**config.mk**
```make
export PLATFORM = sky130hd
export DESIGN_NAME = asc_queue
export DESIGN_NICKNAME = d
export VERILOG_FILES = /design/src/hdl/asc_pkg.sv /design/src/hdl/asc_queue.sv
export SDC_FILE = /design/constraint.sdc
export NUM_CORES = 1
export LEC_CHECK = 0
export ABC_AREA = 1
export BUFFER_PORTS_ARGS = -buffer_cell sky130_fd_sc_hd__buf_2
export CORE_ASPECT_RATIO = 1.4
export CORE_MARGIN = 1
export CORE_UTILIZATION = 52
export CTS_BUF_LIST = sky130_fd_sc_hd__clkbuf_8 sky130_fd_sc_hd__clkbuf_16
export CTS_CLUSTER_SIZE = 12
export DETAILED_ROUTE_END_ITERATION = 8
export MAX_ROUTING_LAYER = met4
export PLACE_DENSITY_LB_ADDON = 0.05
export RECOVER_POWER = 50
export SKIP_LAST_GASP = 1
export SLEW_MARGIN = 10
export SYNTH_ARGS = -nofsm -noshare
export SYNTH_HDL_FRONTEND = slang
export SYNTH_SLANG_ARGS = --single-unit
```
**constraint.sdc**
```tcl
create_clock -name clk -period 6.05 [get_ports clk]
set_clock_uncertainty 0.2 [all_clocks]
set_input_delay 1.21 -clock clk [delete_from_list [all_inputs] [get_ports clk]]
set_output_delay 1.21 -clock clk [all_outputs]
set_load 0.005 [all_outputs]
```
**src/hdl/asc_pkg.sv**
```systemverilog
`timescale 1ns / 1ps
`default_nettype none
package asc_pkg;

  localparam int unsigned WINDOW_LEN_DEF = 10;
  localparam int unsigned Q_DEPTH        = 2;
  localparam int unsigned Q_PTR_W        = $clog2(Q_DEPTH);
  localparam int unsigned MAG_W          = 16;
  localparam int unsigned CFG_IDX_W      = 3;
  localparam int unsigned CFG_DATA_W     = 32;

  localparam logic [15:0] THRESHOLD_RST    = 16'd1229;
  localparam logic [15:0] MIN_INTERVAL_RST = 16'd300;
  localparam logic [11:0] STRIDE_RST       = 12'd700;
  localparam logic [15:0] ENERGY_RST       = 16'd40;
  localparam logic [31:0] STILL_LIMIT_RST  = 32'd10486;
  localparam logic [31:0] RUN_LIMIT_RST    = 32'd524288;

  // x/5 as (x * 52429) >> 18, exact for the 18-bit values of threshold*4
  localparam logic [17:0] DIV5_MUL   = 18'd52429;
  localparam int unsigned DIV5_SHIFT = 18;

  localparam logic [1:0] ACT_STILL = 2'd0;
  localparam logic [1:0] ACT_WALK  = 2'd1;
  localparam logic [1:0] ACT_RUN   = 2'd2;

  typedef enum logic [CFG_IDX_W-1:0] {
    REG_THRESHOLD    = 3'd0,
    REG_MIN_INTERVAL = 3'd1,
    REG_STRIDE       = 3'd2,
    REG_ENERGY       = 3'd3,
    REG_STILL_LIMIT  = 3'd4,
    REG_RUN_LIMIT    = 3'd5
  } cfg_reg_t;

  typedef struct packed {
    logic [15:0] threshold;
    logic [15:0] min_interval;
    logic [11:0] stride;
    logic [15:0] energy;
    logic [31:0] still_limit;
    logic [31:0] run_limit;
  } cfg_t;

  typedef struct packed {
    logic [31:0] sq;
    logic [31:0] time_ms;
  } item_t;

endpackage
`default_nettype wire

```
**src/hdl/asc_queue.sv**
```systemverilog
`timescale 1ns / 1ps
`default_nettype none
module asc_queue (
  input  logic           clk,
  input  logic           rst_n,
  input  logic           push,
  input  asc_pkg::item_t push_item,
  output logic           full,
  input  logic           pop,
  output asc_pkg::item_t head,
  output logic           empty
);
  import asc_pkg::*;

  item_t                ent_r [Q_DEPTH];
  logic [Q_PTR_W-1:0]   wr_r, rd_r;
  logic [Q_PTR_W:0]     cnt_r;

  assign full  = (cnt_r == (Q_PTR_W+1)'(Q_DEPTH));
  assign empty = (cnt_r == '0);
  assign head  = ent_r[rd_r];

  always_ff @(posedge clk) begin
    if (push) begin
      ent_r[wr_r] <= push_item;
    end
  end

  always_ff @(posedge clk) begin
    if (!rst_n) begin
      wr_r  <= '0;
      rd_r  <= '0;
      cnt_r <= '0;
    end else begin
      if (push) begin
        wr_r <= (wr_r == Q_PTR_W'(Q_DEPTH - 1)) ? '0 : wr_r + 1'b1;
      end
      if (pop) begin
        rd_r <= (rd_r == Q_PTR_W'(Q_DEPTH - 1)) ? '0 : rd_r + 1'b1;
      end
      cnt_r <= cnt_r + (Q_PTR_W+1)'(push) - (Q_PTR_W+1)'(pop);
    end
  end
endmodule
`default_nettype wire

```
* After elaboration in Yosys (flattened, before gate mapping) *
Memories as Yosys holds them, arrays and structs flattened. A register that Yosys moved wholly into a read port is not among the register bits.
Index checks and enable logic that the tools add are counted.

word-level totals
  RAM bits = 128
  bits of input ports = 68
  output and inout port bits = 66
  word-level logic and storage cells = 16
  memories = 1
  register bits = 4

operators by class
  muxes and demuxes = 6
  reductions and logical operators = 1
  $add $sub $neg = 4
  equality and inequality tests = 1

memories
  name   depth  bits a word  rd ports  clocked after Yosys merged registers in  wr ports  line             source
  ent_r  2      64           1         1                                        1         asc_queue.sv:15  item_t ent_r [Q_DEPTH];

operator list
  operator               number
  $mux W1                6
  $add A1 B1 Y1 const B  2
  $add A2 B1 Y2          1
  $eq A2 B2 Y1 const B   1
  $logic_not A2 Y1       1
  $sub A2 B1 Y2          1

* Depth between registers and ports, before layout *
Gate-level depths: netlist of the first run.

  word-level depth = 4
  depth in mapped cells = 9
  gate-level depth less buffers = 9

* Least setup slack after synthesis of the first run *
Ideal clock, no wire load.

  path kind = input -> register
  start = input push
  end = memory ent_r[0][0] in the netlist's numbering (enable)
  arrival = 3934 ps
  path buffers = 0
  slack = 1428 ps
  cell stages on the path = 2
  library setup time = 488 ps
  data required time = 5362 ps
  cell sequence = inv_1 nor2_1

on the way
  word-level cells in the longest chain between the ends = 2

ends and longest elaborated chain
  item                           line             source
  start: declaration             asc_queue.sv:6   input logic push,
  $mux W1                        asc_queue.sv:24  if (push) begin
  $mux W1 (not written as such)  asc_queue.sv:25  ent_r[wr_r] <= push_item;
  end: declaration               asc_queue.sv:15

Every way passes these cells.

* Worst setup path in the final report of the first run *
  start = input push
  end = memory ent_r[0][51] in the netlist's numbering (enable)

The elaborated chain is that of the path after synthesis.

==> key figures, run 1 <==
Outcome
  • Status: finished with violations
  • Failing checks: capacitance limit, slew limit

Worst setup path
  • Reg2reg path depth: 2
  • CP Launch Type: input port
  • Worst Setup End Kind: register
  • CP Class: input port to register
  • Max FO, Critical Path: 35
  • Critical Path RT: around 5.9 ns
  • Critical path arrival: roughly 3.9 ns

Floorplan
  • Starting Density: between 50% and 60%
  • Die span in y: about 120 um
  • Num rows: 42
  • Core area: roughly 9500 sq um
  • IO Pins: 134
  • Die X: ~86 um
  • DIE AREA: just over 10000 sq um

GRT
  • GRT overflow: 0
  • First-pass GRT wire length: roughly 13 mm
  • Vias in the first global route: ~2600
  • GRT Util Overall: 17.74%
  • Initial antenna violation count: 0
  • Largest net degree at the start of global routing: 53

Layout
  • Fillers: roughly 660
  • Area Overhead vs Synth: 24.65%
  • Layout cells sized above 1: about 50%
  • Fin nets: 450
  • Antenna Cells: 0
  • Multi-input combinational cell area: approximately 1000 sq um
  • FF/Latch Area: a little under 4000 sq um
  • Fin area: 6415 sq um

Timing
  • Worst rel slew slack: -66.65%
  • Final setup fails: 0
  • Unrepaired setup endpoints after global routing: false
  • Fmax achieved: ~240 MHz
  • Final Cycle Share: between 60% and 70%
  • Worst Max-Slew Pin Slew: ~2.5 ns
  • Final worst setup slack: 1.965 ns
  • Min Tclk post-route: roughly 4.1 ns
  • Pins over their slew limit: 31
  • Total negative setup slack: 0 ns
  • Final Hold Fails: 0

Yosys
  • Syn_area_per_cell: 22.18 sq um
  • Mux contribution to synthesized area: 18.38%
  • XOR/XNOR Fraction of Synth Area: 0%
  • Post-Synthesis Cells: 232
  • Largest family of logic cells by synthesized area: multiplexers
  • Synth warnings: 0
  • Mapped Area: 5146 sq um
  • Syn nets: approximately 300
  • Register area share after synthesis: around three quarters
  • Post-synthesis simple-gate area fraction: 1.337%
  • Yosys reg bits: approximately 130
  • Synth Area in Adders: less than 1%
  • Synth Area in Compound Gates: less than 1%
  • Synth unique cells: 12

Pwr
  • Switching Share: between 20% and 30%
  • Worst VDD drop: between 200 and 300 uV
  • Combinational share of power: around 8.3%
  • Total internal power: roughly 0.0018 W
  • Pwr Density: ~350 nW/um^2
  • Static Leak: around 2.5 nW
  • Total Power: 0.002255 W
  • Sequential share of power: roughly 48%
  • Switching power of the nets: ~0.00048 W
  • Clock network power share: 43.5%

Routing
  • Via density: between 4 and 5
  • Via count: ~2500
  • Number of DRC markers after the initial detailed-route iteration: between 100 and 150
  • Drt drc: 0
  • Routed len/inst: approximately 16 um
  • Detailed Routing Iterations Pass 1: 4
  • Antenna Nets Post-Route: 0
  • DRT Wirelength: a little over 8 mm

Clock network
  • Cts hold-fix bufs: 0
  • CTS tree: built
  • Later-pin clock latency in the skew report: between 0.4 and 0.5 ns
  • CTS root buffer: clkbuf_16
  • Clk slew on worst S/H paths: ~0.06 ns
  • Setup fix buffers added after clock tree synthesis: 0
  • Num CTS Buffers: 17
  • H-Tree Depth: 4
  • Post-cts sizing count: 0
  • Clk sinks: ~130
  • Max Root-Sink Buffers: 2

Placement
  • Cell Area, Placed: 5879 sq um
  • Port Buffers: 133
  • Placer Congestion: about 0.73
  • Post-DP HPWL: between 5 and 6 mm
  • Post-Place Setup Slack: about 2.8 ns

Worst hold path
  • Worst Hold Class: register to register
  • Hold path cells: 2

Flow run
  • Max Cap Viol: 1
==> worst paths after layout <==
check | startpoint | end | slack (ns)
worst max-delay path | push | ent_r[0][51] | 1.96
worst min register to register | wr_r | wr_r | 0.31
worst max register to register | wr_r | ent_r[0][51] | 2.64
worst min-delay path | wr_r | wr_r | 0.31
==> sequential cells by signal, indices dropped and copies added, names as in the netlist, named ones only <==
signal	flops
ent_r	128
rd_r	1
wr_r	1
cnt_r	2
==> cells by family after synthesis <==
logic type	count (synthesis)
DFF	133
muxes	64
and+or+nand+nor	18
buffers and inverters	14
adders and majority gates	2
AOI/OAI and AO/OA	1
==> cell usage in the layout, fill, tap and decap left out, drive strengths merged <==
cell type	n
edfxtp	128
buf	104
mux2	64
clkbuf	49
inv	10
nor2	9
nand2	8
clkinvlp	8
dfxtp	5
ha	2
bufinv	2
clkinv	2
a21oi	1
nand3	1
==> per-stage QoR <==
step / instances / util [%] / hold slack [ns]
2_1_floorplan: 232 / - / 0.2635
3_3_place_gp: 493 / 61.81 / 0.2781
3_5_place_dp: 493 / 61.81 / 0.2987
4_1_cts: 525 / 67.96 / 0.3096
5_1_grt: 525 / 67.44 / 0.3575
6_report: 525 / 67.44 / 0.3063
==> per-layer routing <==
metal  up-vias  global-route usage [%]  wire length [um]
met2       106                   29.32              4323
met5         -                       -                 0
li1       1194                       -                 -
met1      1193                   18.43              3213
met3        14                   6.809               554
met4         0                   8.542               199
==> critical path, stage by stage <==
cell and delay, ns:
clkbuf_1 0.14, inv_1 0.06, nor2_1 1.82, buf_4 0.67
==> cell type report <==
class / count / area share, %
clock buffers: 17 / 6.632
clock inverters: 15 / 2.477
inverters: 7 / 0.4096
multi-input cells: 85 / 16.29
flip-flops and latches: 133 / 61.54
well taps: 132 / 2.575
repair buffers: 136 / 10.08
==> power groups by stage <==
stage	sequential, W	combinational [W]	clock, W
6_report	0.00109	0.000187	0.000982
5_1_grt	0.00109	0.000205	0.00103
4_1_cts	0.00109	0.000194	0.00100
3_5_place_dp	0.00111	0.000193	0
3_3_place_gp	0.00110	0.000189	0
2_1_floorplan	0.00110	0.000127	0
==> Yosys cell counts <==
master / number / area [sq um]
edfxtp_1: 128 / 3844
a21oi_1: 1 / 5.000
inv_1: 7 / 26.28
nand3_1: 1 / 5.000
mux2_4: 60 / 900.9
mux2_2: 4 / 45.04
ha_1: 2 / 25.02
dfxtp_1: 5 / 100.1
nor2_1: 9 / 33.78
buf_6: 1 / 11.26
buf_12: 6 / 120.1
nand2_1: 8 / 30.03
Note: power is estimated with default switching activity, not from simulation.
==> run 2, diff against run 1 <==
clock period = 3.92 ns   (was 6.05 ns; I/O delays follow)
==> run 2 against run 1 <==
The flow now finishes without violations. Sequential share of layout area is 0.98 points lower. Wire length grew 3.5%. Total power grew 62%. Final cell count rose by 0.57%. Critical endpoint is now head[11].
==> key figures, run 2 (synthesis results as in run 1) <==
Outcome
  • Status: complete, no violations

Worst setup path
  • Reg2reg path depth: 3 (+1)
  • Worst Setup End Kind: output port
  • Max FO, Critical Path: 31 (-11%)
  • R2R setup slack: 1.55 ns (-1.09 ns)
  • Critical Path RT: 2.94 ns (-2.96 ns)
  • Critical path arrival: 1.98 ns (-1.95 ns)
  • Worst r2r dst: ent_r[1][18]
  • Crit path capture: head[11]
  • Reg2Reg Launch Point: wr_r
  • CP Class: register to output port
  • CP Launch Type: register

Timing
  • Worst rel slew slack: 5.522% (+72 points)
  • Final Hold Fails: 0 (unchanged)
  • Pins over their slew limit: 0 (-100%)
  • Fmax achieved: 337.6 MHz
  • Total negative setup slack: 0 ns (unchanged)
  • Worst Max-Slew Pin Slew: 1.416 ns (-1.075 ns)
  • Final Cycle Share: between 70 and 80%
  • Final setup fails: 0 (unchanged)
  • Min Tclk post-route: roughly 3 ns
  • Unrepaired setup endpoints after global routing: false

GRT
  • First-pass GRT wire length: 12.81 mm (+1.4%)
  • GRT Util Overall: 18.05% (+0.30 points)
  • Largest net degree at the start of global routing: 65 (+23%)
  • Met3 usage: 6.878% (+0.069 points)
  • GRT overflow: 0 (unchanged)
  • Vias in the first global route: 2711 (+4.1%)
  • Initial antenna violation count: 0 (unchanged)
  • Global routing's busiest layer: met2
  • Met1 usage: 17.92% (-0.51 points)
  • GR Util met2: 30.85% (+1.5 points)

Layout
  • FF/Latch Area: 3948 sq um (unchanged)
  • Largest Register: ent_r
  • Most frequent cells in the layout: edfxtp_1 (128), buf_2 (110), mux2_4 (60)
  • Layout cells sized above 1: 53.42% (+2.8 points)
  • Biggest regs: ent_r (128), cnt_r (2)
  • Multi-input combinational cell area: 1052 sq um (+0.72%)
  • Most common cell after layout, fill and taps aside: edfxtp_1
  • Area Overhead vs Synth: 26.67%
  • Max FFs per register: 128 (unchanged)
  • Fillers: 651 (-1.7%)
  • Fin nets: 452 (+0.44%)
  • Post-route insts no fill: 528 (+0.57%)
  • Final core occ: 68.53% (+1.1 points)

Worst hold path
  • Worst Hold Class: register to register

Pwr
  • Switching power of the nets: 0.0007168 W (+50%)
  • Combinational share of power: 8.0% (-0.3 points)
  • Total internal power: 0.002932 W (+65%)
  • Switching Share: 19.65% (-1.5 points)
  • Sequential share of power: 46.0% (-2.2 points)
  • Worst VDD drop: 411.2 uV (+47%)
  • Static Leak: 2.604 nW (+3.5%)
  • Clock network power share: 46.0% (+2.5 points)
  • Pwr Density: 559.7 nW/um^2 (+59%)

Clock network
  • Max Root-Sink Buffers: 2 (unchanged)
  • Num CTS Buffers: 17 (unchanged)
  • Later-pin clock latency in the skew report: 0.40 ns (about the same)
  • CTS tree: built
  • Setup fix buffers added after clock tree synthesis: 0 (unchanged)
  • Clk slew on worst S/H paths: 0.05 ns (about the same)
  • H-Tree Depth: 4 (unchanged)
  • Clk sinks: 133 (unchanged)
  • CTS root buffer: clkbuf_16
  • Cts hold-fix bufs: 0 (unchanged)
  • Post-cts sizing count: 0 (unchanged)

Floorplan
  • IO Pins: 134 (unchanged)
  • Die span in y: 119.7 um (unchanged)
  • Core area: 9512 sq um (unchanged)
  • Starting Density: 54.10% (unchanged)
  • DIE AREA: 10300 sq um (unchanged)
  • Die X: 86.08 um (unchanged)
  • Num rows: 42 (unchanged)

Routing
  • Detailed Routing Iterations Pass 1: 5 (+1)
  • Routed len/inst: 16.25 um (+2.9%)
  • DRT Wirelength: 8.578 mm (+3.5%)
  • Number of DRC markers after the initial detailed-route iteration: 90 (-29%)
  • Via density: 4.900 (+2.6%)
  • Drt drc: 0 (unchanged)
  • Via count: 2587 (+3.2%)
  • Antenna Nets Post-Route: 0 (unchanged)

Flow run
  • Max Cap Viol: 0 (-1)

Placement
  • Post-DP HPWL: 5.509 mm (+0.56%)
  • Post-Place Cells: 495 (+0.41%)
  • Port Buffers: 133 (unchanged)
  • Placer Congestion: 0.7476 (+2.9%)
-- run 2: per-stage QoR --
stage	setup slack [ns]	cell area [sq um]	total power, W	hold slack, ns
6_report	0.9577	6519	0.003649	0.3252
5_1_grt	0.8501	6516	0.003768	0.3423
4_1_cts	0.9057	6545	0.003688	0.3289
3_5_place_dp	1.353	5907	0.002007	0.3079
3_3_place_gp	1.373	5907	0.001999	0.2823
2_1_floorplan	0.8313	5149	0.001888	0.2635
-- run 2: how the worst min path moves through the flow --
| stage | end | slack [ns] | startpoint | cells past startpoint |
|---|---|---|---|---|
| after floorplan | register | 0.26 | rd_r | 2 |
| after global placement | register | 0.28 | rd_r | 2 |
| after detailed placement | register | 0.31 | rd_r | 2 |
| after CTS | register | 0.33 | rd_r | 2 |
| after global routing | ent_r[1][25] | 0.34 | push_item[25] | 1 |
| final | register | 0.33 | rd_r | 2 |
-- run 2: worst max-delay path, cell delays in order (launching register included) --
cell,delay (ns)
dfxtp_4,0.72
buf_4,0.38
mux2_4,0.33
buf_2,0.13
-- run 2: final cells by class --
class | instances | share of cell area [%]
inverter | 7 | 0.4031
clock buffer | 17 | 6.526
tap | 132 | 2.534
clock inverter | 15 | 3.263
multi-input combinational | 85 | 16.14
timing repair buffer | 138 | 10.54
sequential | 133 | 60.56
antenna | 1 | 0.03839
-- run 2: routing by layer --
| metal | vias up | part of all wire (%) |
|---|---|---|
| met3 | 15 | 6.5 |
| met2 | 93 | 54 |
| met5 | - | 0 |
| met4 | 0 | 1.8 |
| met1 | 1280 | 38 |
| li1 | 1199 | - |
-- run 2: power groups by stage --
stage               logic (W)  registers (W)  clock network [W]
floorplan            0.000196        0.00169                  0
global placement     0.000290        0.00171                  0
detailed placement   0.000297        0.00171                  0
CTS                  0.000299        0.00168            0.00171
global route         0.000317        0.00169            0.00176
finish               0.000291        0.00168            0.00168
==> run 3, diff against run 2 <==
clock period = 3.1 ns   (was 3.92 ns; I/O delays follow)
==> run 3 against run 2 <==
The run now ends with capacitance limit, slew limit left. Combinational power grew 29%. Register-to-register slack got worse by 0.78 ns. Sequential power grew 26%. Clock power barely moved. Sequential share of layout area rose by 1.2 points. Worst setup slack worse by 0.50 ns. Wire length shrank 4.8%. Final cell count did not move. First-iteration DRC count up 47%. Utilization down 1.3 points.
==> key figures, run 3 (synthesis results as in run 1) <==
Clock network
  • Setup fix buffers added after clock tree synthesis: 0 (unchanged)
  • CTS root buffer: clkbuf_16
  • Max Root-Sink Buffers: 2 (unchanged)
  • Later-pin clock latency in the skew report: 0.40 ns (about the same)
  • Clk slew on worst S/H paths: 0.05 ns (about the same)
  • Post-cts sizing count: 0 (unchanged)
  • CTS tree: built
  • H-Tree Depth: 4 (unchanged)
  • Num CTS Buffers: 17 (unchanged)
  • Clk sinks: 133 (unchanged)
  • Cts hold-fix bufs: 0 (unchanged)

Placement
  • Cell Area, Placed: 5932 sq um (+0.42%)
  • Post-Place Setup Slack: 0.8605 ns (-0.4922 ns)
  • Port Buffers: 133 (unchanged)
  • Post-DP HPWL: 5.218 mm (-5.3%)
  • Placer Congestion: 0.7019 (-6.1%)

Routing
  • Drt drc: 0 (unchanged)
  • Routed len/inst: 15.46 um (-4.8%)
  • Antenna Nets Post-Route: 0 (unchanged)
  • Via count: 2550 (-1.4%)
  • DRT Wirelength: 8.162 mm (-4.8%)
  • Number of DRC markers after the initial detailed-route iteration: 132 (+47%)
  • Via density: 4.830 (-1.4%)
  • Detailed Routing Iterations Pass 1: 4 (-1)

Worst setup path
  • CP bufs+invs: 2 (unchanged)
  • Worst Setup End Kind: output port
  • Critical-path cell list: buf_4, mux2_2, buf_2
  • Max FO, Critical Path: 18 (-42%)
  • Reg2Reg Launch Point: wr_r
  • Crit path largest cell delay: 0.57 ns (-0.15 ns)
  • CP Launch Type: register
  • Critical Path RT: 2.28 ns (-0.66 ns)
  • Slowest-stage cell, CP: dfxtp_4
  • Critical path arrival: 1.82 ns (-0.16 ns)
  • CP top delay family: flip-flops
  • CP Class: register to output port

Timing
  • Unrepaired setup endpoints after global routing: false
  • Final Cycle Share: between 80% and 90%
  • Final setup fails: 0 (unchanged)
  • Pins over their slew limit: 65 (+65)
  • Min Tclk post-route: roughly 2.6 ns
  • WHS: 0.2051 ns (-0.1201 ns)
  • Worst rel slew slack: -13.50% (-19 points)
  • Total negative setup slack: 0 ns (unchanged)
  • Final Hold Fails: 0 (unchanged)
  • Fmax achieved: 379.2 MHz
  • Final worst setup slack: 0.4626 ns (-0.4951 ns)
  • Worst Max-Slew Pin Slew: 1.703 ns (+0.2870 ns)

Floorplan
  • Num rows: 42 (unchanged)
  • DIE AREA: 10300 sq um (unchanged)
  • Core area: 9512 sq um (unchanged)
  • Starting Density: 54.10% (unchanged)
  • IO Pins: 134 (unchanged)
  • Die span in y: 119.7 um (unchanged)
  • Die X: 86.08 um (unchanged)

GRT
  • GRT overflow: 0 (unchanged)
  • Initial antenna violation count: 1 (+1)
  • Largest net degree at the start of global routing: 65 (unchanged)
  • Vias in the first global route: 2586 (-4.6%)
  • First-pass GRT wire length: 12.13 mm (-5.3%)
  • GRT Util Overall: 17.13% (-0.92 points)

Worst hold path
  • Worst Hold Class: input port to register
  • Hold Startpoint: push_item[23]

Layout
  • Most common cell after layout, fill and taps aside: edfxtp_1
  • Fin nets: 452 (unchanged)
  • Fillers: 681 (+4.6%)
  • Biggest regs: ent_r (128), cnt_r (2)
  • Fin area: 6395 sq um (-1.9%)
  • Max FFs per register: 128 (unchanged)
  • Layout cells sized above 1: 50.89% (-2.5 points)
  • Area Overhead vs Synth: 24.26%
  • Largest Register: ent_r
  • Most frequent cells in the layout: edfxtp_1 (128), buf_2 (109), mux2_4 (60)

Outcome
  • Status: finished with violations
  • Failing checks: capacitance limit, slew limit

Flow run
  • Max Cap Viol: 1 (+1)

Pwr
  • Pwr Density: 655.8 nW/um^2 (+17%)
  • Worst VDD drop: 501.7 uV (+22%)
  • Static Leak: 2.567 nW (-1.4%)
[run 3: cell count changes in the layout (fill, tap and decap cells not counted), sizes merged]
cell	before	now
clkinvlp	3	0
clkinv	6	9
clkbuf	40	42
bufinv	5	1
buf	115	113
inv	8	12
[run 3: cell type report]
cell class,instances,area [sq um],share of cell area (%)
Antenna cell,1,2.502,0.03913
Inverter,7,26.28,0.4109
Clock inverter,15,87.58,1.370
Tap cell,132,165.2,2.583
Timing Repair Buffer,138,695.7,10.88
Sequential cell,133,3948,61.73
Clock buffer,17,425.4,6.652
Multi-Input combinational cell,85,1045,16.34
[run 3: metal layers]
metal,wire (um),up-vias,global-route usage [%]
met5,0,-,-
met4,209,0,10.00
met3,525,22,6.259
met2,4328,90,27.58
met1,3099,1237,17.89
li1,-,1201,-
[run 3: final timing paths]
check	end	slack (ns)	cells past startpoint
worst max-delay path	head[52]	0.46	3
worst min-delay path	ent_r[1][23]	0.21	1
worst max register to register	ent_r[1][38]	0.77	3
worst min register to register	wr_r	0.30	2
[run 3: per-stage QoR]
stage	cells	power, W	utilization [%]
floorplan	232	0.002387	-
global placement	495	0.002529	62.37
detailed placement	495	0.002541	62.37
CTS	527	0.004252	67.76
global route	528	0.004352	67.23
finish	528	0.004193	67.23
[run 3: report_power, final]
part | switching [W] | leakage [nW] | total (W) | internal, W
registers | 0.0000339 | 1.24 | 0.00212 | 0.00208
clock network | 0.000639 | 0.278 | 0.00170 | 0.00106
logic | 0.000164 | 1.05 | 0.000374 | 0.000210
total | 0.000837 | 2.57 | 0.00419 | 0.00336
