### src/hdl/asc_pkg.sv
`timescale 1ns / 1ps
`default_nettype none
package asc_pkg;

  localparam int unsigned WINDOW_LEN_DEF = 10;
  localparam int unsigned Q_DEPTH        = 2;
  localparam int unsigned Q_PTR_W        = $clog2(Q_DEPTH);
  localparam int unsigned MAG_W          = 16;
  localparam int unsigned CFG_IDX_W      = 3;
  localparam int unsigned CFG_DATA_W     = 32;

  localparam logic [15:0] THRESHOLD_RST    = 16'd1229;
  localparam logic [15:0] MIN_INTERVAL_RST = 16'd300;
  localparam logic [11:0] STRIDE_RST       = 12'd700;
  localparam logic [15:0] ENERGY_RST       = 16'd40;
  localparam logic [31:0] STILL_LIMIT_RST  = 32'd10486;
  localparam logic [31:0] RUN_LIMIT_RST    = 32'd524288;

  // x/5 as (x * 52429) >> 18, exact for the 18-bit values of threshold*4
  localparam logic [17:0] DIV5_MUL   = 18'd52429;
  localparam int unsigned DIV5_SHIFT = 18;

  localparam logic [1:0] ACT_STILL = 2'd0;
  localparam logic [1:0] ACT_WALK  = 2'd1;
  localparam logic [1:0] ACT_RUN   = 2'd2;

  typedef enum logic [CFG_IDX_W-1:0] {
    REG_THRESHOLD    = 3'd0,
    REG_MIN_INTERVAL = 3'd1,
    REG_STRIDE       = 3'd2,
    REG_ENERGY       = 3'd3,
    REG_STILL_LIMIT  = 3'd4,
    REG_RUN_LIMIT    = 3'd5
  } cfg_reg_t;

  typedef struct packed {
    logic [15:0] threshold;
    logic [15:0] min_interval;
    logic [11:0] stride;
    logic [15:0] energy;
    logic [31:0] still_limit;
    logic [31:0] run_limit;
  } cfg_t;

  typedef struct packed {
    logic [31:0] sq;
    logic [31:0] time_ms;
  } item_t;

endpackage
`default_nettype wire

### src/hdl/asc_if.sv
`timescale 1ns / 1ps
`default_nettype none
interface asc_in_if;
  logic               valid;
  logic               ready;
  logic signed [15:0] accel_x;
  logic signed [15:0] accel_y;
  logic signed [15:0] accel_z;
  logic        [31:0] time_ms;

  modport source (output valid, accel_x, accel_y, accel_z, time_ms, input ready);
  modport sink   (input valid, accel_x, accel_y, accel_z, time_ms, output ready);
endinterface

`default_nettype wire

### src/hdl/asc_front.sv
`timescale 1ns / 1ps
`default_nettype none
module asc_front (
  input  logic           clk,
  input  logic           rst_n,
  asc_in_if.sink         in_ch,
  output asc_pkg::item_t q_item,
  output logic           q_push,
  input  logic           q_full
);
  import asc_pkg::*;

  typedef enum logic [1:0] {F_IDLE, F_SQR, F_PUSH} fstate_t;
  localparam logic [1:0] AXIS_X = 2'd0;
  localparam logic [1:0] AXIS_Y = 2'd1;
  localparam logic [1:0] AXIS_Z = 2'd2;

  fstate_t            state_r;
  logic signed [15:0] ax_r, ay_r, az_r;
  logic        [31:0] time_r;
  logic        [31:0] acc_r;
  logic        [1:0]  axis_r;
  logic signed [31:0] cur;
  logic        [31:0] sqr;

  assign in_ch.ready = (state_r == F_IDLE);
  assign q_push      = (state_r == F_PUSH) && !q_full;
  assign q_item      = '{sq: acc_r, time_ms: time_r};

  always_comb begin
    unique case (axis_r)
      AXIS_X:  cur = 32'(ax_r);
      AXIS_Y:  cur = 32'(ay_r);
      default: cur = 32'(az_r);
    endcase
    sqr = $unsigned(cur * cur);
  end

  // square one axis per cycle and accumulate
  always_ff @(posedge clk) begin
    if (!rst_n) begin
      state_r <= F_IDLE;
      axis_r  <= AXIS_X;
    end else begin
      unique case (state_r)
        F_IDLE: begin
          if (in_ch.valid) begin
            ax_r    <= in_ch.accel_x;
            ay_r    <= in_ch.accel_y;
            az_r    <= in_ch.accel_z;
            time_r  <= in_ch.time_ms;
            acc_r   <= '0;
            axis_r  <= AXIS_X;
            state_r <= F_SQR;
          end
        end
        F_SQR: begin
          acc_r <= acc_r + sqr;
          if (axis_r == AXIS_Z) begin
            state_r <= F_PUSH;
          end else begin
            axis_r <= axis_r + 2'd1;
          end
        end
        F_PUSH: begin
          if (!q_full) begin
            state_r <= F_IDLE;
          end
        end
        default: state_r <= F_IDLE;
      endcase
    end
  end
endmodule
`default_nettype wire

### src/flat_wrapper.sv
// flat-port wrapper written by rule: the top's interface ports become plain ports
module asc_front_flat import asc_pkg::*;
  (clk, rst_n, q_item, q_push, q_full, in_ch_valid, in_ch_accel_x, in_ch_accel_y, in_ch_accel_z, in_ch_time_ms, in_ch_ready);
  asc_in_if in_ch_i ();
  input  logic clk;
  input  logic rst_n;
  output asc_pkg::item_t q_item;
  output logic q_push;
  input  logic q_full;
  input wire logic [$bits(in_ch_i.valid)-1:0] in_ch_valid;
  input wire logic [$bits(in_ch_i.accel_x)-1:0] in_ch_accel_x;
  input wire logic [$bits(in_ch_i.accel_y)-1:0] in_ch_accel_y;
  input wire logic [$bits(in_ch_i.accel_z)-1:0] in_ch_accel_z;
  input wire logic [$bits(in_ch_i.time_ms)-1:0] in_ch_time_ms;
  output wire logic [$bits(in_ch_i.ready)-1:0] in_ch_ready;
  assign in_ch_i.valid = in_ch_valid;
  assign in_ch_i.accel_x = in_ch_accel_x;
  assign in_ch_i.accel_y = in_ch_accel_y;
  assign in_ch_i.accel_z = in_ch_accel_z;
  assign in_ch_i.time_ms = in_ch_time_ms;
  assign in_ch_ready = in_ch_i.ready;
  asc_front u_core (.clk(clk), .rst_n(rst_n), .in_ch(in_ch_i), .q_item(q_item), .q_push(q_push), .q_full(q_full));
endmodule
### config.mk
export PLATFORM = sky130hd
export DESIGN_NAME = asc_front_flat
export DESIGN_NICKNAME = d
export VERILOG_FILES = /design/src/hdl/asc_pkg.sv /design/src/hdl/asc_if.sv /design/src/hdl/asc_front.sv /design/src/flat_wrapper.sv
export SDC_FILE = /design/constraint.sdc
export NUM_CORES = 1
export LEC_CHECK = 0
export ABC_AREA = 1
export BUFFER_PORTS_ARGS = -buffer_cell sky130_fd_sc_hd__buf_4
export CORE_MARGIN = 2
export CORE_UTILIZATION = 45
export DETAILED_ROUTE_END_ITERATION = 8
export HOLD_SLACK_MARGIN = 0.12
export PLACE_DENSITY = 0.73
export SLEW_MARGIN = 40
export SYNTH_ARGS = -nofsm -noshare
export SYNTH_HDL_FRONTEND = slang
export SYNTH_SLANG_ARGS = --single-unit
### constraint.sdc
create_clock -name clk -period 15.9 [get_ports clk]
set_clock_uncertainty 0.05 [all_clocks]
set_input_delay 3.18 -clock clk [delete_from_list [all_inputs] [get_ports clk]]
set_output_delay 3.18 -clock clk [all_outputs]
set_load 0.01 [all_outputs]
* Word level (Yosys, flattened, before mapping)
Cells that the tools add are included.
Word-level totals: register bits 116, input bits 84, output and inout bits 66, logic and storage cells 37
Operators by class: $add $sub $neg 2, $mul 1, eq/ne operators 8, multiplexer cells 10, reduce and logical (&&, ||, !) cells 9
Operators by type and width (number):
- $pmux 32 s2 | 2
- $add 32x32->32 | 1
- $mul 32x32->32 | 1
- $mux 32 | 1
- $reduce_and 3->1 | 4
- $mux 2 | 5
- $ne 2x2->1 const B | 3
- $pmux 2 s3 | 1
- $eq 2x1->1 const B | 2
- $eq 2x2->1 const B | 2
- $logic_not 2->1 | 2
- $pmux 2 s2 | 1
- $add 2x1->2 const B | 1
- $ne 2x1->1 const B | 1
- $reduce_bool 2->1 | 1
- $logic_and 1x1->1 | 1
- $logic_not 1->1 | 1

* Longest topological paths before layout
Gate-level depths: netlist of run 1.
depth in word-level cells 5, mapped depth 44, depth with buffers taken out 42

* Worst setup path after synthesis of run 1
Ideal clock, no wire load.
path type register to register, start reg u_core.axis_r[0], end reg u_core.acc_r[25], data pin, setup time 0.253 ns, arrival 7.896 ns, path slack 7.701 ns, stages on the path, launching flop included 33, buffers on the path 3, clock period less this slack 8.199 ns, cells stage by stage dfxtp_1 > inv_1 > ha_1 > buf_6 > nor2_8 > nand2_1 > nand2_1 > buf_4 > clkbuf_1 > nand2_1 > inv_1 > fa_1 > fa_1 > inv_1 > fa_1 > fa_1 > fa_1 > fa_1 > inv_1 > fa_1 > inv_1 > fa_1 > inv_1 > ha_1 > nand2_1 > nor2_1 > nand2_1 > o311ai_0 > nand2_1 > o211ai_1 > nand2_1 > nand2_1 > nor2_1
On the way: word-level cells in the longest chain between the ends 5
RTL lines:
- start: declaration | line asc_front.sv:22 | logic [1:0] axis_r;
- start signal: assignment | line asc_front.sv:62 | axis_r <= axis_r + 2'd1;
- $eq 2x1->1 / $logic_not 2->1 (equally long branches) | line asc_front.sv:31 | unique case (axis_r)
- $pmux 32 s2 (*) | line asc_front.sv:31
- $mul 32x32->32 (*) | line asc_front.sv:36 | sqr = $unsigned(cur * cur);
- $add 32x32->32 (*) | line asc_front.sv:58 | acc_r <= acc_r + sqr;
- $pmux 32 s2 (*) | line asc_front.sv:45 | unique case (state_r)
- end signal: assignment | line asc_front.sv:58
- end: declaration | line asc_front.sv:21 | logic [31:0] acc_r;
Every way passes the cells marked *; elsewhere a longest branch is shown, timed or not. A chain may end at the register's enable or synchronous reset.

* Worst setup path after layout of run 1
Ends and elaborated chain as after synthesis.

==> results of run 1 <==
[cell usage after synthesis, types with 2 or more instances]
library cell / n / area share (%)
sky130_fd_sc_hd__clkbuf_1: 9 / 0.19
sky130_fd_sc_hd__buf_1: 2 / 0.042
sky130_fd_sc_hd__a22o_1: 8 / 0.40
sky130_fd_sc_hd__o21bai_1: 5 / 0.21
sky130_fd_sc_hd__inv_1: 659 / 14
sky130_fd_sc_hd__ha_1: 163 / 12
sky130_fd_sc_hd__nand4_1: 2 / 0.071
sky130_fd_sc_hd__nor3_1: 5 / 0.14
sky130_fd_sc_hd__o211ai_1: 3 / 0.13
sky130_fd_sc_hd__a21boi_0: 3 / 0.13
sky130_fd_sc_hd__nand3b_1: 5 / 0.21
sky130_fd_sc_hd__o2111ai_1: 2 / 0.099
sky130_fd_sc_hd__xnor2_1: 11 / 0.54
sky130_fd_sc_hd__o21ai_0: 35 / 0.99
sky130_fd_sc_hd__or2_2: 2 / 0.071
sky130_fd_sc_hd__buf_2: 11 / 0.31
sky130_fd_sc_hd__buf_4: 2 / 0.085
sky130_fd_sc_hd__nor2_1: 48 / 1.0
sky130_fd_sc_hd__nand2_2: 5 / 0.18
sky130_fd_sc_hd__a21o_1: 4 / 0.17
sky130_fd_sc_hd__buf_6: 2 / 0.13
sky130_fd_sc_hd__nand3_1: 23 / 0.65
sky130_fd_sc_hd__a211oi_1: 2 / 0.085
sky130_fd_sc_hd__edfxtp_1: 112 / 19
sky130_fd_sc_hd__xor2_1: 15 / 0.74
sky130_fd_sc_hd__nand2_1: 273 / 5.8
sky130_fd_sc_hd__fa_1: 351 / 40
sky130_fd_sc_hd__nand3_2: 2 / 0.11
sky130_fd_sc_hd__dfxtp_1: 4 / 0.45
sky130_fd_sc_hd__a21oi_1: 70 / 2.0
sky130_fd_sc_hd__o21a_1: 5 / 0.21
[cells by family (layout without fill, tap and decap cells)]
group,Yosys count,after routing,synth area share [%]
flops,116,116,19.5
buf+inv,685,850,14.7
fa+ha+maj,514,514,51.3
simple gates,367,367,8.41
compound gates,145,145,4.80
xor+xnor,26,26,1.29
[worst max-delay path: cells and delay by family (launching register included)]
family          cells  cell delay (ns)
compound gates      2             0.80
fa+ha+maj          10             4.88
buf+inv             7             0.83
flops               1             0.33
simple gates       13             2.02
[final cells by class]
cell class                      instances  area (um^2)  area share [%]
Sequential cell                       116         3440            17.2
Clock inverter                         15          159           0.795
Multi-Input combinational cell       1052        11600            58.3
Tap cell                              518          648            3.24
Inverter                              659         2470            12.4
Clock buffer                           17          425            2.13
Timing Repair Buffer                  159         1200            5.99
[placed cells by master, fill, tap and decap left out, drive strengths merged, types with 8 or more instances in the layout]
master  instances
a21oi          70
a22o            8
buf           159
clkbuf         17
edfxtp        112
fa            351
ha            163
inv           670
nand2         278
nand3          25
nor2           49
o21ai          36
xnor2          11
xor2           15
[metal layers]
| layer | global-route usage (%) | up-vias | part of all wire, % |
|---|---|---|---|
| met5 | 0 | - | 0 |
| met4 | 7.51 | 0 | 3.0 |
| met3 | 4.29 | 83 | 7.0 |
| met2 | 36.4 | 404 | 49 |
| met1 | 28.2 | 6113 | 41 |
| li1 | - | 5700 | - |
[flip-flops by register name (all words and copies together) (netlist names)]
name,cells
u_core.acc_r,32
u_core.ax_r,16
u_core.axis_r,2
u_core.ay_r,16
u_core.az_r,16
u_core.state_r,2
u_core.time_r,32
[per-stage QoR]
| step | hold WS, ns | worst slack (ns) | instance area (um^2) | std cells | util, % |
|---|---|---|---|---|---|
| floorplan | 0.432 | 7.70 | 17700 | 1853 | - |
| global placement | 0.450 | 6.81 | 19400 | 2504 | 50.1 |
| detailed placement | 0.469 | 6.79 | 19400 | 2504 | 50.1 |
| CTS | 0.478 | 6.75 | 20000 | 2536 | 51.6 |
| global route | 0.545 | 6.16 | 20000 | 2536 | 51.6 |
| finish | 0.479 | 6.74 | 20000 | 2536 | 51.6 |
[worst paths after layout]
kind,startpoint,endpoint,cells past startpoint
worst min-delay path,u_core.axis_r[1]$_SDFFE_PN0P_,u_core.axis_r[1]$_SDFFE_PN0P_,2
worst min register to register,u_core.axis_r[1]$_SDFFE_PN0P_,u_core.axis_r[1]$_SDFFE_PN0P_,2
worst max-delay path,u_core.axis_r[0]$_SDFFE_PN0P_,u_core.acc_r[25]$_SDFFCE_PN0P_,32
worst max register to register,u_core.axis_r[0]$_SDFFE_PN0P_,u_core.acc_r[25]$_SDFFCE_PN0P_,32
==> parameters.txt, run 1 <==
Parameter                              Value

Die
  Row cnt ... 72
  Chip width ... around 200 um
  Die Ht ... about 200 um
  DIE AREA ... 40900 um^2
  Effective utilization at floorplan ... 45.6%
  Placeable core region ... just under 40000 um^2
  Number of primary I/O pins ... 150

Place
  Buffers added on ports ... about 150
  Routability-driven placement congestion ratio ... ~0.90
  Post-DP HPWL ... around 36 mm

Detailed routing
  Detailed-route via count ... around 12000
  Iteration-0 DRC count of the detailed router ... 739
  DRT Wirelength ... approximately 42 mm
  TritonRoute pass-1 iters ... 5
  Average detailed-routed wire length per instance ... around 16 um
  # DRC ... 0
  Routed via count divided by cell count ... ~4.9
  Post-DRT Antenna Nets ... 0

Timing
  Slew margin rel. ... 49.9%
  Final hold viol count ... 0
  Total of endpoints with negative setup slack in the final report ... 0
  Accumulated negative setup slack ... 0 ns
  Shortest period the worst path allows ... about 9 ns
  Peak Freq ... ~110 MHz
  RSZ-0062 raised after global routing ... no
  Number of pins exceeding their max-slew limit in the final report ... 0
  Period Utilization, post-route ... approximately 58%
  Slew at the pin closest to its max-slew limit ... 0.751 ns

Layout
  Diodes inserted ... 0
  Fillers ... 3595
  Final nets ... ~2600
  Layout cells sized above 1 ... about a tenth
  Area growth from synthesis to layout ... 13.1%

GRT
  Total congestion overflow after global routing ... 0
  Initial antenna violation count ... 0
  Overall fraction of global-route tracks in use ... a little over a fifth
  Largest net degree at the start of global routing ... 78
  First-pass GRT wire length ... ~69 mm
  Vias in the first global route ... 13700

Synth
  Synthesis Warnings ... 0
  Synth Net Count ... about 2500
  Share of the yosys chip area belonging to registers ... around 19%
  Synthesized area per cell ... 9.54 um^2
  Proportion of synthesized flip-flops having asynchronous set or reset ... 0%
  Distinct cell type count of the synthesized netlist ... 41
  Seq cells post-synth ... between 100 and 150
  EDFF count, synth ... approximately 110
  Area of the mapped netlist ... between 15000 and 20000 um^2
  Most used flip-flop cell after synthesis ... sky130_fd_sc_hd__edfxtp_1
  Gate Count Post-Synth ... around 1900

Clock tree
  Number of buffers inserted to repair setup after CTS ... 0
  Later-pin clock latency in the skew report ... around 0.42 ns
  Worst-path clk slew ... 0.06 ns
  H-tree depth ... 4
  CTS Hold Buffers Added ... 0
  Maximum buffer depth of the clock tree ... 2
  Sinks on Clock Net ... 116
  Clock root cell ... sky130_fd_sc_hd__clkbuf_16
  TritonCTS clock tree ... yes
  Gates resized, CTS repair ... 0
  Number of clock buffers inserted by TritonCTS ... 17

Critical path
  Slack of the worst reg-to-reg path ... between 6 and 7 ns
  Data arrival time of the critical path ... ~9.3 ns
  Cell with the largest stage delay on the worst path ... sky130_fd_sc_hd__o311ai_0
  Data required time at the worst endpoint ... between 15 and 20 ns
  CP Capture Type ... flip-flop
  Cell seen most often among critical-path stages ... sky130_fd_sc_hd__nand2_1
  Startpoint type of the worst setup path ... flip-flop
  Crit path max fanout ... 18
  Maximum cell stage delay along the critical path ... roughly 0.64 ns
  Crit Path Class ... flip-flop to flip-flop

Job
  Number of maximum-capacitance violations ... 0

Run status
  Status ... complete, no violations

Min path
  Type of the most critical hold path ... flip-flop to flip-flop
Power of run 1 is left out: the tool's default activity adds up to more than one toggle a clock period on the data nets, which glitch-free logic cannot reach.
==> inputs of run 2 (changes only) <==
--- a/config.mk
+++ b/config.mk
@@ -5,13 +5,13 @@
 export SDC_FILE = /design/constraint.sdc
 export NUM_CORES = 1
 export LEC_CHECK = 0
-export ABC_AREA = 1
+export ABC_AREA = 0
 export BUFFER_PORTS_ARGS = -buffer_cell sky130_fd_sc_hd__buf_4
 export CORE_MARGIN = 2
 export CORE_UTILIZATION = 45
 export DETAILED_ROUTE_END_ITERATION = 8
 export HOLD_SLACK_MARGIN = 0.12
-export PLACE_DENSITY = 0.73
+export PLACE_DENSITY = 0.75
 export SLEW_MARGIN = 40
 export SYNTH_ARGS = -nofsm -noshare
 export SYNTH_HDL_FRONTEND = slang
==> constraint.sdc (replaced) <==
create_clock -name clk -period 8 [get_ports clk]
set_clock_uncertainty 0.05 [all_clocks]
set_input_delay 1.6 -clock clk [delete_from_list [all_inputs] [get_ports clk]]
set_output_delay 1.6 -clock clk [all_outputs]
set_load 0.01 [all_outputs]
==> parameters.txt, run 2 <==
Parameter                              Value

Run status
  Status ... complete, no violations (unchanged)

Critical path
  Crit path max fanout ... 11 (was 18)
  Cell with the largest stage delay on the worst path ... sky130_fd_sc_hd__fa_1 (was sky130_fd_sc_hd__o311ai_0)
  Crit Path Class ... flip-flop to flip-flop (unchanged)
  Startpoint type of the worst setup path ... flip-flop (unchanged)
  Data required time at the worst endpoint ... 8.13 ns (was 16.03 ns)
  Reg2Reg Depth ... 32 (unchanged)
  Maximum cell stage delay along the critical path ... 0.57 ns (was 0.64 ns)
  CP Capture Type ... flip-flop (unchanged)
  Data arrival time of the critical path ... 8.02 ns (was 9.29 ns)
  Cell seen most often among critical-path stages ... sky130_fd_sc_hd__fa_1 (was sky130_fd_sc_hd__nand2_1)

Timing
  Shortest period the worst path allows ... 7.89 ns (was 9.16 ns)
  Slew at the pin closest to its max-slew limit ... 0.728 ns (was 0.751 ns)
  Period Utilization, post-route ... 98.6% (was 57.6%)
  Final hold viol count ... 0 (unchanged)
  Number of pins exceeding their max-slew limit in the final report ... 0 (unchanged)
  Peak Freq ... 127 MHz (was 109 MHz)
  Final Worst Setup Slack ... 0.112 ns (was 6.74 ns)
  Total of endpoints with negative setup slack in the final report ... 0 (unchanged)
  Accumulated negative setup slack ... 0 ns (unchanged)
  Slew margin rel. ... 51.5% (was 49.9%)
  RSZ-0062 raised after global routing ... yes (was no)

Place
  Routability-driven placement congestion ratio ... 0.914 (was 0.905)
  Place WS ... -0.247 ns (was 6.79 ns)
  Buffers added on ports ... 149 (unchanged)
  Post-DP HPWL ... 35.8 mm (about the same)

GRT
  Largest net degree at the start of global routing ... 58 (was 78)
  Overall fraction of global-route tracks in use ... 22.3% (was 21.7%)
  Initial antenna violation count ... 1 (was 0)
  Total congestion overflow after global routing ... 0 (unchanged)
  First-pass GRT wire length ... 69.5 mm (was 68.9 mm)
  Vias in the first global route ... 13500 (was 13700)

Synth
  Post-synthesis cell type with the largest combined area ... sky130_fd_sc_hd__fa_1 (unchanged)
  Area share of the largest cell type after synthesis ... 40.5% (was 39.7%)
  Gate Count Post-Synth ... 1668 (was 1853)
  Ranking of synthesized cells by instance count ... 561 x sky130_fd_sc_hd__inv_1, 351 x sky130_fd_sc_hd__fa_1, 163 x sky130_fd_sc_hd__ha_1 (was 659 x sky130_fd_sc_hd__inv_1, 351 x sky130_fd_sc_hd__fa_1, 273 x sky130_fd_sc_hd__nand2_1)
  Proportion of synthesized flip-flops having asynchronous set or reset ... 0% (unchanged)
  Cell types with the largest area share after synthesis ... sky130_fd_sc_hd__fa_1 41%, sky130_fd_sc_hd__edfxtp_1 19%, sky130_fd_sc_hd__inv_1 12% (was sky130_fd_sc_hd__fa_1 40%, sky130_fd_sc_hd__edfxtp_1 19%, sky130_fd_sc_hd__inv_1 14%)
  Seq cells post-synth ... 116 (unchanged)
  EDFF count, synth ... 112 (unchanged)
  Share of the yosys chip area belonging to registers ... 19.8% (was 19.5%)
  Most used flip-flop cell after synthesis ... sky130_fd_sc_hd__edfxtp_1 (unchanged)
  Area of the mapped netlist ... 17300 um^2 (was 17700 um^2)
  Synth Net Count ... 2266 (was 2451)
  Synthesis Warnings ... 0 (unchanged)
  Distinct cell type count of the synthesized netlist ... 58 (was 41)
  Most numerous cell in the Yosys netlist ... sky130_fd_sc_hd__inv_1 (unchanged)
  Synthesized area per cell ... 10.4 um^2 (was 9.54 um^2)

Detailed routing
  Routed via count divided by cell count ... 4.97 (was 4.85)
  Average detailed-routed wire length per instance ... 17.6 um (was 16.4 um)
  Detailed-route via count ... 12300 (about the same)
  Post-DRT Antenna Nets ... 0 (unchanged)
  # DRC ... 0 (unchanged)
  TritonRoute pass-1 iters ... 6 (was 5)
  Iteration-0 DRC count of the detailed router ... 693 (was 739)
  DRT Wirelength ... 43.4 mm (was 41.5 mm)

Clock tree
  CTS Hold Buffers Added ... 0 (unchanged)
  TritonCTS clock tree ... yes (unchanged)
  Later-pin clock latency in the skew report ... 0.44 ns (was 0.42 ns)
  Number of clock buffers inserted by TritonCTS ... 17 (unchanged)
  Sinks on Clock Net ... 116 (unchanged)
  Clock root cell ... sky130_fd_sc_hd__clkbuf_16 (unchanged)
  Worst-path clk slew ... 0.07 ns (was 0.06 ns)
  H-tree depth ... 4 (unchanged)
  Maximum buffer depth of the clock tree ... 2 (unchanged)

Die
  Die Ht ... 200 um (was 202 um)
  Number of primary I/O pins ... 150 (unchanged)
  Placeable core region ... 37800 um^2 (was 38700 um^2)
  Row cnt ... 71 (was 72)
  Chip width ... 200 um (was 202 um)
  Effective utilization at floorplan ... 45.8% (was 45.6%)
  DIE AREA ... 40100 um^2 (was 40900 um^2)

Job
  Number of maximum-capacitance violations ... 0 (unchanged)

Layout
  Commonest non-fill, non-tap cell in the layout ... sky130_fd_sc_hd__inv_1 (unchanged)
  Layout cells sized above 1 ... 21.1% (was 10.3%)
  Fillers ... 3119 (was 3595)
  Area growth from synthesis to layout ... 21.9% (was 13.1%)
  Biggest regs ... u_core.acc_r: 32 flops, u_core.time_r: 32 flops (unchanged)
  Multi-input gate area in the final layout ... 12100 um^2 (was 11600 um^2)
  Register area ... 3450 um^2 (was 3440 um^2)
  Commonest non-fill, non-tap cells in the layout ... 548 x sky130_fd_sc_hd__inv_1, 348 x sky130_fd_sc_hd__fa_1, 271 x sky130_fd_sc_hd__buf_4 (was 659 x sky130_fd_sc_hd__inv_1, 351 x sky130_fd_sc_hd__fa_1, 273 x sky130_fd_sc_hd__nand2_1)
  Final nets ... 2541 (was 2603)
  Diodes inserted ... 0 (unchanged)

Min path
  Type of the most critical hold path ... flip-flop to flip-flop (unchanged)
  Hold Crit Depth ... 2 (unchanged)
run 2: logic make-up (layout without fill, tap and decap cells):
logic type               after synthesis  in the layout  share of synthesized area [%]
XOR/XNOR                              58             58                           3.09
AO/OA/AOI/OAI                        132            132                           5.38
multiplexers                           1              1                         0.0649
flip-flops                           116            116                           19.8
buffers and inverters                596            883                           13.0
adder cells (fa/ha/maj)              514            514                           52.3
AND/OR/NAND/NOR                      251            252                           6.38
run 2: repair_timing:
action	4_1_cts	5_1_grt
endpoints found under the setup margin	7	14
cloned	0	2
pin swaps	0	47
buffers inserted	1	29
resized for setup	12	99
endpoints found under the hold margin	0	0
run 2: layout make-up:
class                   count  share of cell area (%)
inverters                 567                    10.2
well taps                 511                    3.02
clock buffers              18                    2.03
repair inverters            1                  0.0237
repair buffers            283                    10.4
clock inverters            14                   0.793
flip-flops and latches    116                    16.3
multi-input cells         957                    57.2
run 2: metrics by stage:
stage               hold slack, ns  utilization (%)  std cells  cell area [um^2]
floorplan                    0.437                -       1668             17400
global placement             0.517             52.5       2404             19900
detailed placement           0.539             52.5       2404             19900
CTS                          0.551             54.2       2437             20500
global route                 0.573             55.9       2467             21100
finish                       0.546             55.9       2467             21100
run 2: critical path: cells and delay by family (launching register included):
kind                       cells  cell delay (ns)
AOI/OAI and AO/OA              4             0.79
xor gates and xnor gates       1             0.19
adders and majority gates     10             4.35
buffers and inverters         12             1.16
DFF                            1             0.34
and+or+nand+nor                5             0.72
run 2: routing by layer:
layer  part of all wire (%)  global-route usage (%)  up-vias
met5                  0.030                       0        -
met4                    3.9                    7.96        2
met3                    6.4                    3.43      104
met2                     50                    38.7      452
met1                     39                    28.4     6190
li1                       -                       -     5516
run 2: worst paths after layout:
check                                      start                              to  slack (ns)
hold / removal    u_core.state_r[0]$_SDFFE_PN0P_   u_core.axis_r[1]$_SDFFE_PN0P_        0.55
hold reg to reg   u_core.state_r[0]$_SDFFE_PN0P_   u_core.axis_r[1]$_SDFFE_PN0P_        0.55
setup / recovery   u_core.axis_r[1]$_SDFFE_PN0P_  u_core.acc_r[27]$_SDFFCE_PN0P_        0.11
setup reg to reg   u_core.axis_r[1]$_SDFFE_PN0P_  u_core.acc_r[27]$_SDFFCE_PN0P_        0.11
Power of run 2 is left out for the same reason.
==> inputs of run 3 (changes only) <==
--- a/config.mk
+++ b/config.mk
@@ -8,10 +8,10 @@
 export ABC_AREA = 0
 export BUFFER_PORTS_ARGS = -buffer_cell sky130_fd_sc_hd__buf_4
 export CORE_MARGIN = 2
-export CORE_UTILIZATION = 45
+export CORE_UTILIZATION = 51
 export DETAILED_ROUTE_END_ITERATION = 8
 export HOLD_SLACK_MARGIN = 0.12
-export PLACE_DENSITY = 0.75
+export PLACE_DENSITY = 0.83
 export SLEW_MARGIN = 40
 export SYNTH_ARGS = -nofsm -noshare
 export SYNTH_HDL_FRONTEND = slang
==> parameters.txt, run 3 (synthesis gave the netlist of run 2 again) <==
Parameter                              Value

Critical path
  Crit path max fanout ... 9 (was 11)
  Crit Path Class ... flip-flop to flip-flop (unchanged)
  Maximum cell stage delay along the critical path ... 0.58 ns (was 0.57 ns)
  Startpoint type of the worst setup path ... flip-flop (unchanged)
  Slack of the worst reg-to-reg path ... 0.01 ns (was 0.11 ns)
  CP Capture Type ... flip-flop (unchanged)
  Cell with the largest stage delay on the worst path ... sky130_fd_sc_hd__fa_1 (unchanged)
  Data arrival time of the critical path ... 8.12 ns (was 8.02 ns)
  Data required time at the worst endpoint ... 8.13 ns (about the same)

Detailed routing
  Post-DRT Antenna Nets ... 0 (unchanged)
  Average detailed-routed wire length per instance ... 20.2 um (was 17.6 um)
  # DRC ... 0 (unchanged)
  TritonRoute pass-1 iters ... 5 (was 6)
  Routed via count divided by cell count ... 5.35 (was 4.97)
  Iteration-0 DRC count of the detailed router ... 1055 (was 693)
  Detailed-route via count ... 12700 (was 12300)
  DRT Wirelength ... 48.2 mm (was 43.4 mm)

Timing
  Shortest period the worst path allows ... 7.99 ns (was 7.89 ns)
  Slew margin rel. ... 46.9% (was 51.5%)
  Final Worst Setup Slack ... 0.0132 ns (was 0.112 ns)
  Slew at the pin closest to its max-slew limit ... 0.796 ns (was 0.728 ns)
  Period Utilization, post-route ... 99.8% (was 98.6%)
  Number of pins exceeding their max-slew limit in the final report ... 0 (unchanged)
  Final hold viol count ... 0 (unchanged)
  Peak Freq ... 125 MHz (was 127 MHz)
  Total of endpoints with negative setup slack in the final report ... 0 (unchanged)

Clock tree
  TritonCTS clock tree ... yes (unchanged)
  Number of clock buffers inserted by TritonCTS ... 17 (unchanged)
  Worst-path clk slew ... 0.07 ns (about the same)
  H-tree depth ... 4 (unchanged)
  Clock root cell ... sky130_fd_sc_hd__clkbuf_16 (unchanged)
  CTS Hold Buffers Added ... 0 (unchanged)
  Later-pin clock latency in the skew report ... 0.45 ns (was 0.44 ns)
  Maximum buffer depth of the clock tree ... 2 (unchanged)
  Sinks on Clock Net ... 116 (unchanged)

Layout
  Commonest non-fill, non-tap cells in the layout ... 544 x sky130_fd_sc_hd__inv_1, 346 x sky130_fd_sc_hd__fa_1, 252 x sky130_fd_sc_hd__buf_4 (was 548 x sky130_fd_sc_hd__inv_1, 348 x sky130_fd_sc_hd__fa_1, 271 x sky130_fd_sc_hd__buf_4)
  Final nets ... 2518 (was 2541)
  Share of the core filled with cells ... 62.4% (was 55.9%)
  Area growth from synthesis to layout ... 20.6% (was 21.9%)
  Layout cells sized above 1 ... 21.2% (was 21.1%)
  Register area ... 3450 um^2 (about the same)
  Biggest regs ... u_core.acc_r: 32 flops, u_core.time_r: 32 flops (unchanged)
  Multi-input gate area in the final layout ... 12100 um^2 (about the same)
  Diodes inserted ... 0 (unchanged)
  Fillers ... 2405 (was 3119)
  Commonest non-fill, non-tap cell in the layout ... sky130_fd_sc_hd__inv_1 (unchanged)

Run status
  Status ... complete, no violations (unchanged)

Die
  Row cnt ... 67 (was 71)
  DIE AREA ... 35500 um^2 (was 40100 um^2)
  Placeable core region ... 33500 um^2 (was 37800 um^2)
  Die Ht ... 188 um (was 200 um)
  Effective utilization at floorplan ... 51.7% (was 45.8%)
  Chip width ... 188 um (was 200 um)
  Number of primary I/O pins ... 150 (unchanged)

Job
  Number of maximum-capacitance violations ... 0 (unchanged)

GRT
  Total congestion overflow after global routing ... 0 (unchanged)
  Initial antenna violation count ... 0 (was 1)
  First-pass GRT wire length ... 71.5 mm (was 69.5 mm)
  Largest net degree at the start of global routing ... 64 (was 58)
  Overall fraction of global-route tracks in use ... 26.4% (was 22.3%)
  Vias in the first global route ... 13800 (was 13500)

Min path
  Type of the most critical hold path ... flip-flop to flip-flop (unchanged)

Place
  Buffers added on ports ... 149 (unchanged)
  Post-DP HPWL ... 36.5 mm (was 35.8 mm)
  Place WS ... -0.214 ns (was -0.247 ns)
  Routability-driven placement congestion ratio ... 0.940 (was 0.914)
-- run 3: changes by cell type in the layout (fill, tap and decap cells not counted), moves of 4 or more --
cell / change
sky130_fd_sc_hd__a21oi_2: +4
sky130_fd_sc_hd__buf_4: -19
sky130_fd_sc_hd__buf_6: -4
sky130_fd_sc_hd__inv_1: -4
sky130_fd_sc_hd__inv_2: +4
sky130_fd_sc_hd__nor2_1: -5
sky130_fd_sc_hd__nor2_2: +6
sky130_fd_sc_hd__o21ai_1: +4
-- run 3: timing repair --
action	4_1_cts	5_1_grt
resized for setup	23	102
pin swaps	5	39
setup buffers	10	19
cloned	0	3
setup endpoints to repair	10	15
-- run 3: per-stage QoR --
| stage | setup TNS [ns] | hold slack [ns] | instance area [um^2] | cells |
|---|---|---|---|---|
| after floorplan | -0.0128 | 0.437 | 17400 | 1668 |
| after global placement | -0.0358 | 0.447 | 19600 | 2316 |
| after detailed placement | -0.789 | 0.483 | 19600 | 2317 |
| after CTS | 0 | 0.517 | 20400 | 2359 |
| after global routing | -0.842 | 0.557 | 20900 | 2381 |
| final | 0 | 0.542 | 20900 | 2381 |
-- run 3: final cells by class --
type,count,area share (%)
clock buffers,17,2.03
clock inverters,15,0.879
repair inverters,1,0.0239
multi-input cells,957,58.0
repair buffers,260,9.68
flip-flops and latches,116,16.5
well taps,448,2.68
inverters,567,10.3
-- run 3: worst paths after layout --
kind,from,endpoint,cells after the start
max,u_core.axis_r[1]$_SDFFE_PN0P_,u_core.acc_r[25]$_SDFFCE_PN0P_,32
min,u_core.axis_r[1]$_SDFFE_PN0P_,u_core.axis_r[1]$_SDFFE_PN0P_,2
max reg2reg,u_core.axis_r[1]$_SDFFE_PN0P_,u_core.acc_r[25]$_SDFFCE_PN0P_,32
min reg2reg,u_core.axis_r[1]$_SDFFE_PN0P_,u_core.axis_r[1]$_SDFFE_PN0P_,2
-- run 3: critical path, delay by kind of cell, from the launching register on --
family / cells / cell delay (ns)
adders and majority gates: 10 / 4.56
buffers and inverters: 12 / 1.02
AOI/OAI and AO/OA: 6 / 1.18
xor gates and xnor gates: 1 / 0.19
and+or+nand+nor: 3 / 0.34
DFF: 1 / 0.38
-- run 3: metal layers --
layer | GRT usage [%] | wire length, um
met5 | 0 | 0
met3 | 3.58 | 3360
met2 | 47.7 | 25100
met1 | 32.1 | 17000
met4 | 10.0 | 2700
Power of run 3 is left out for the same reason.
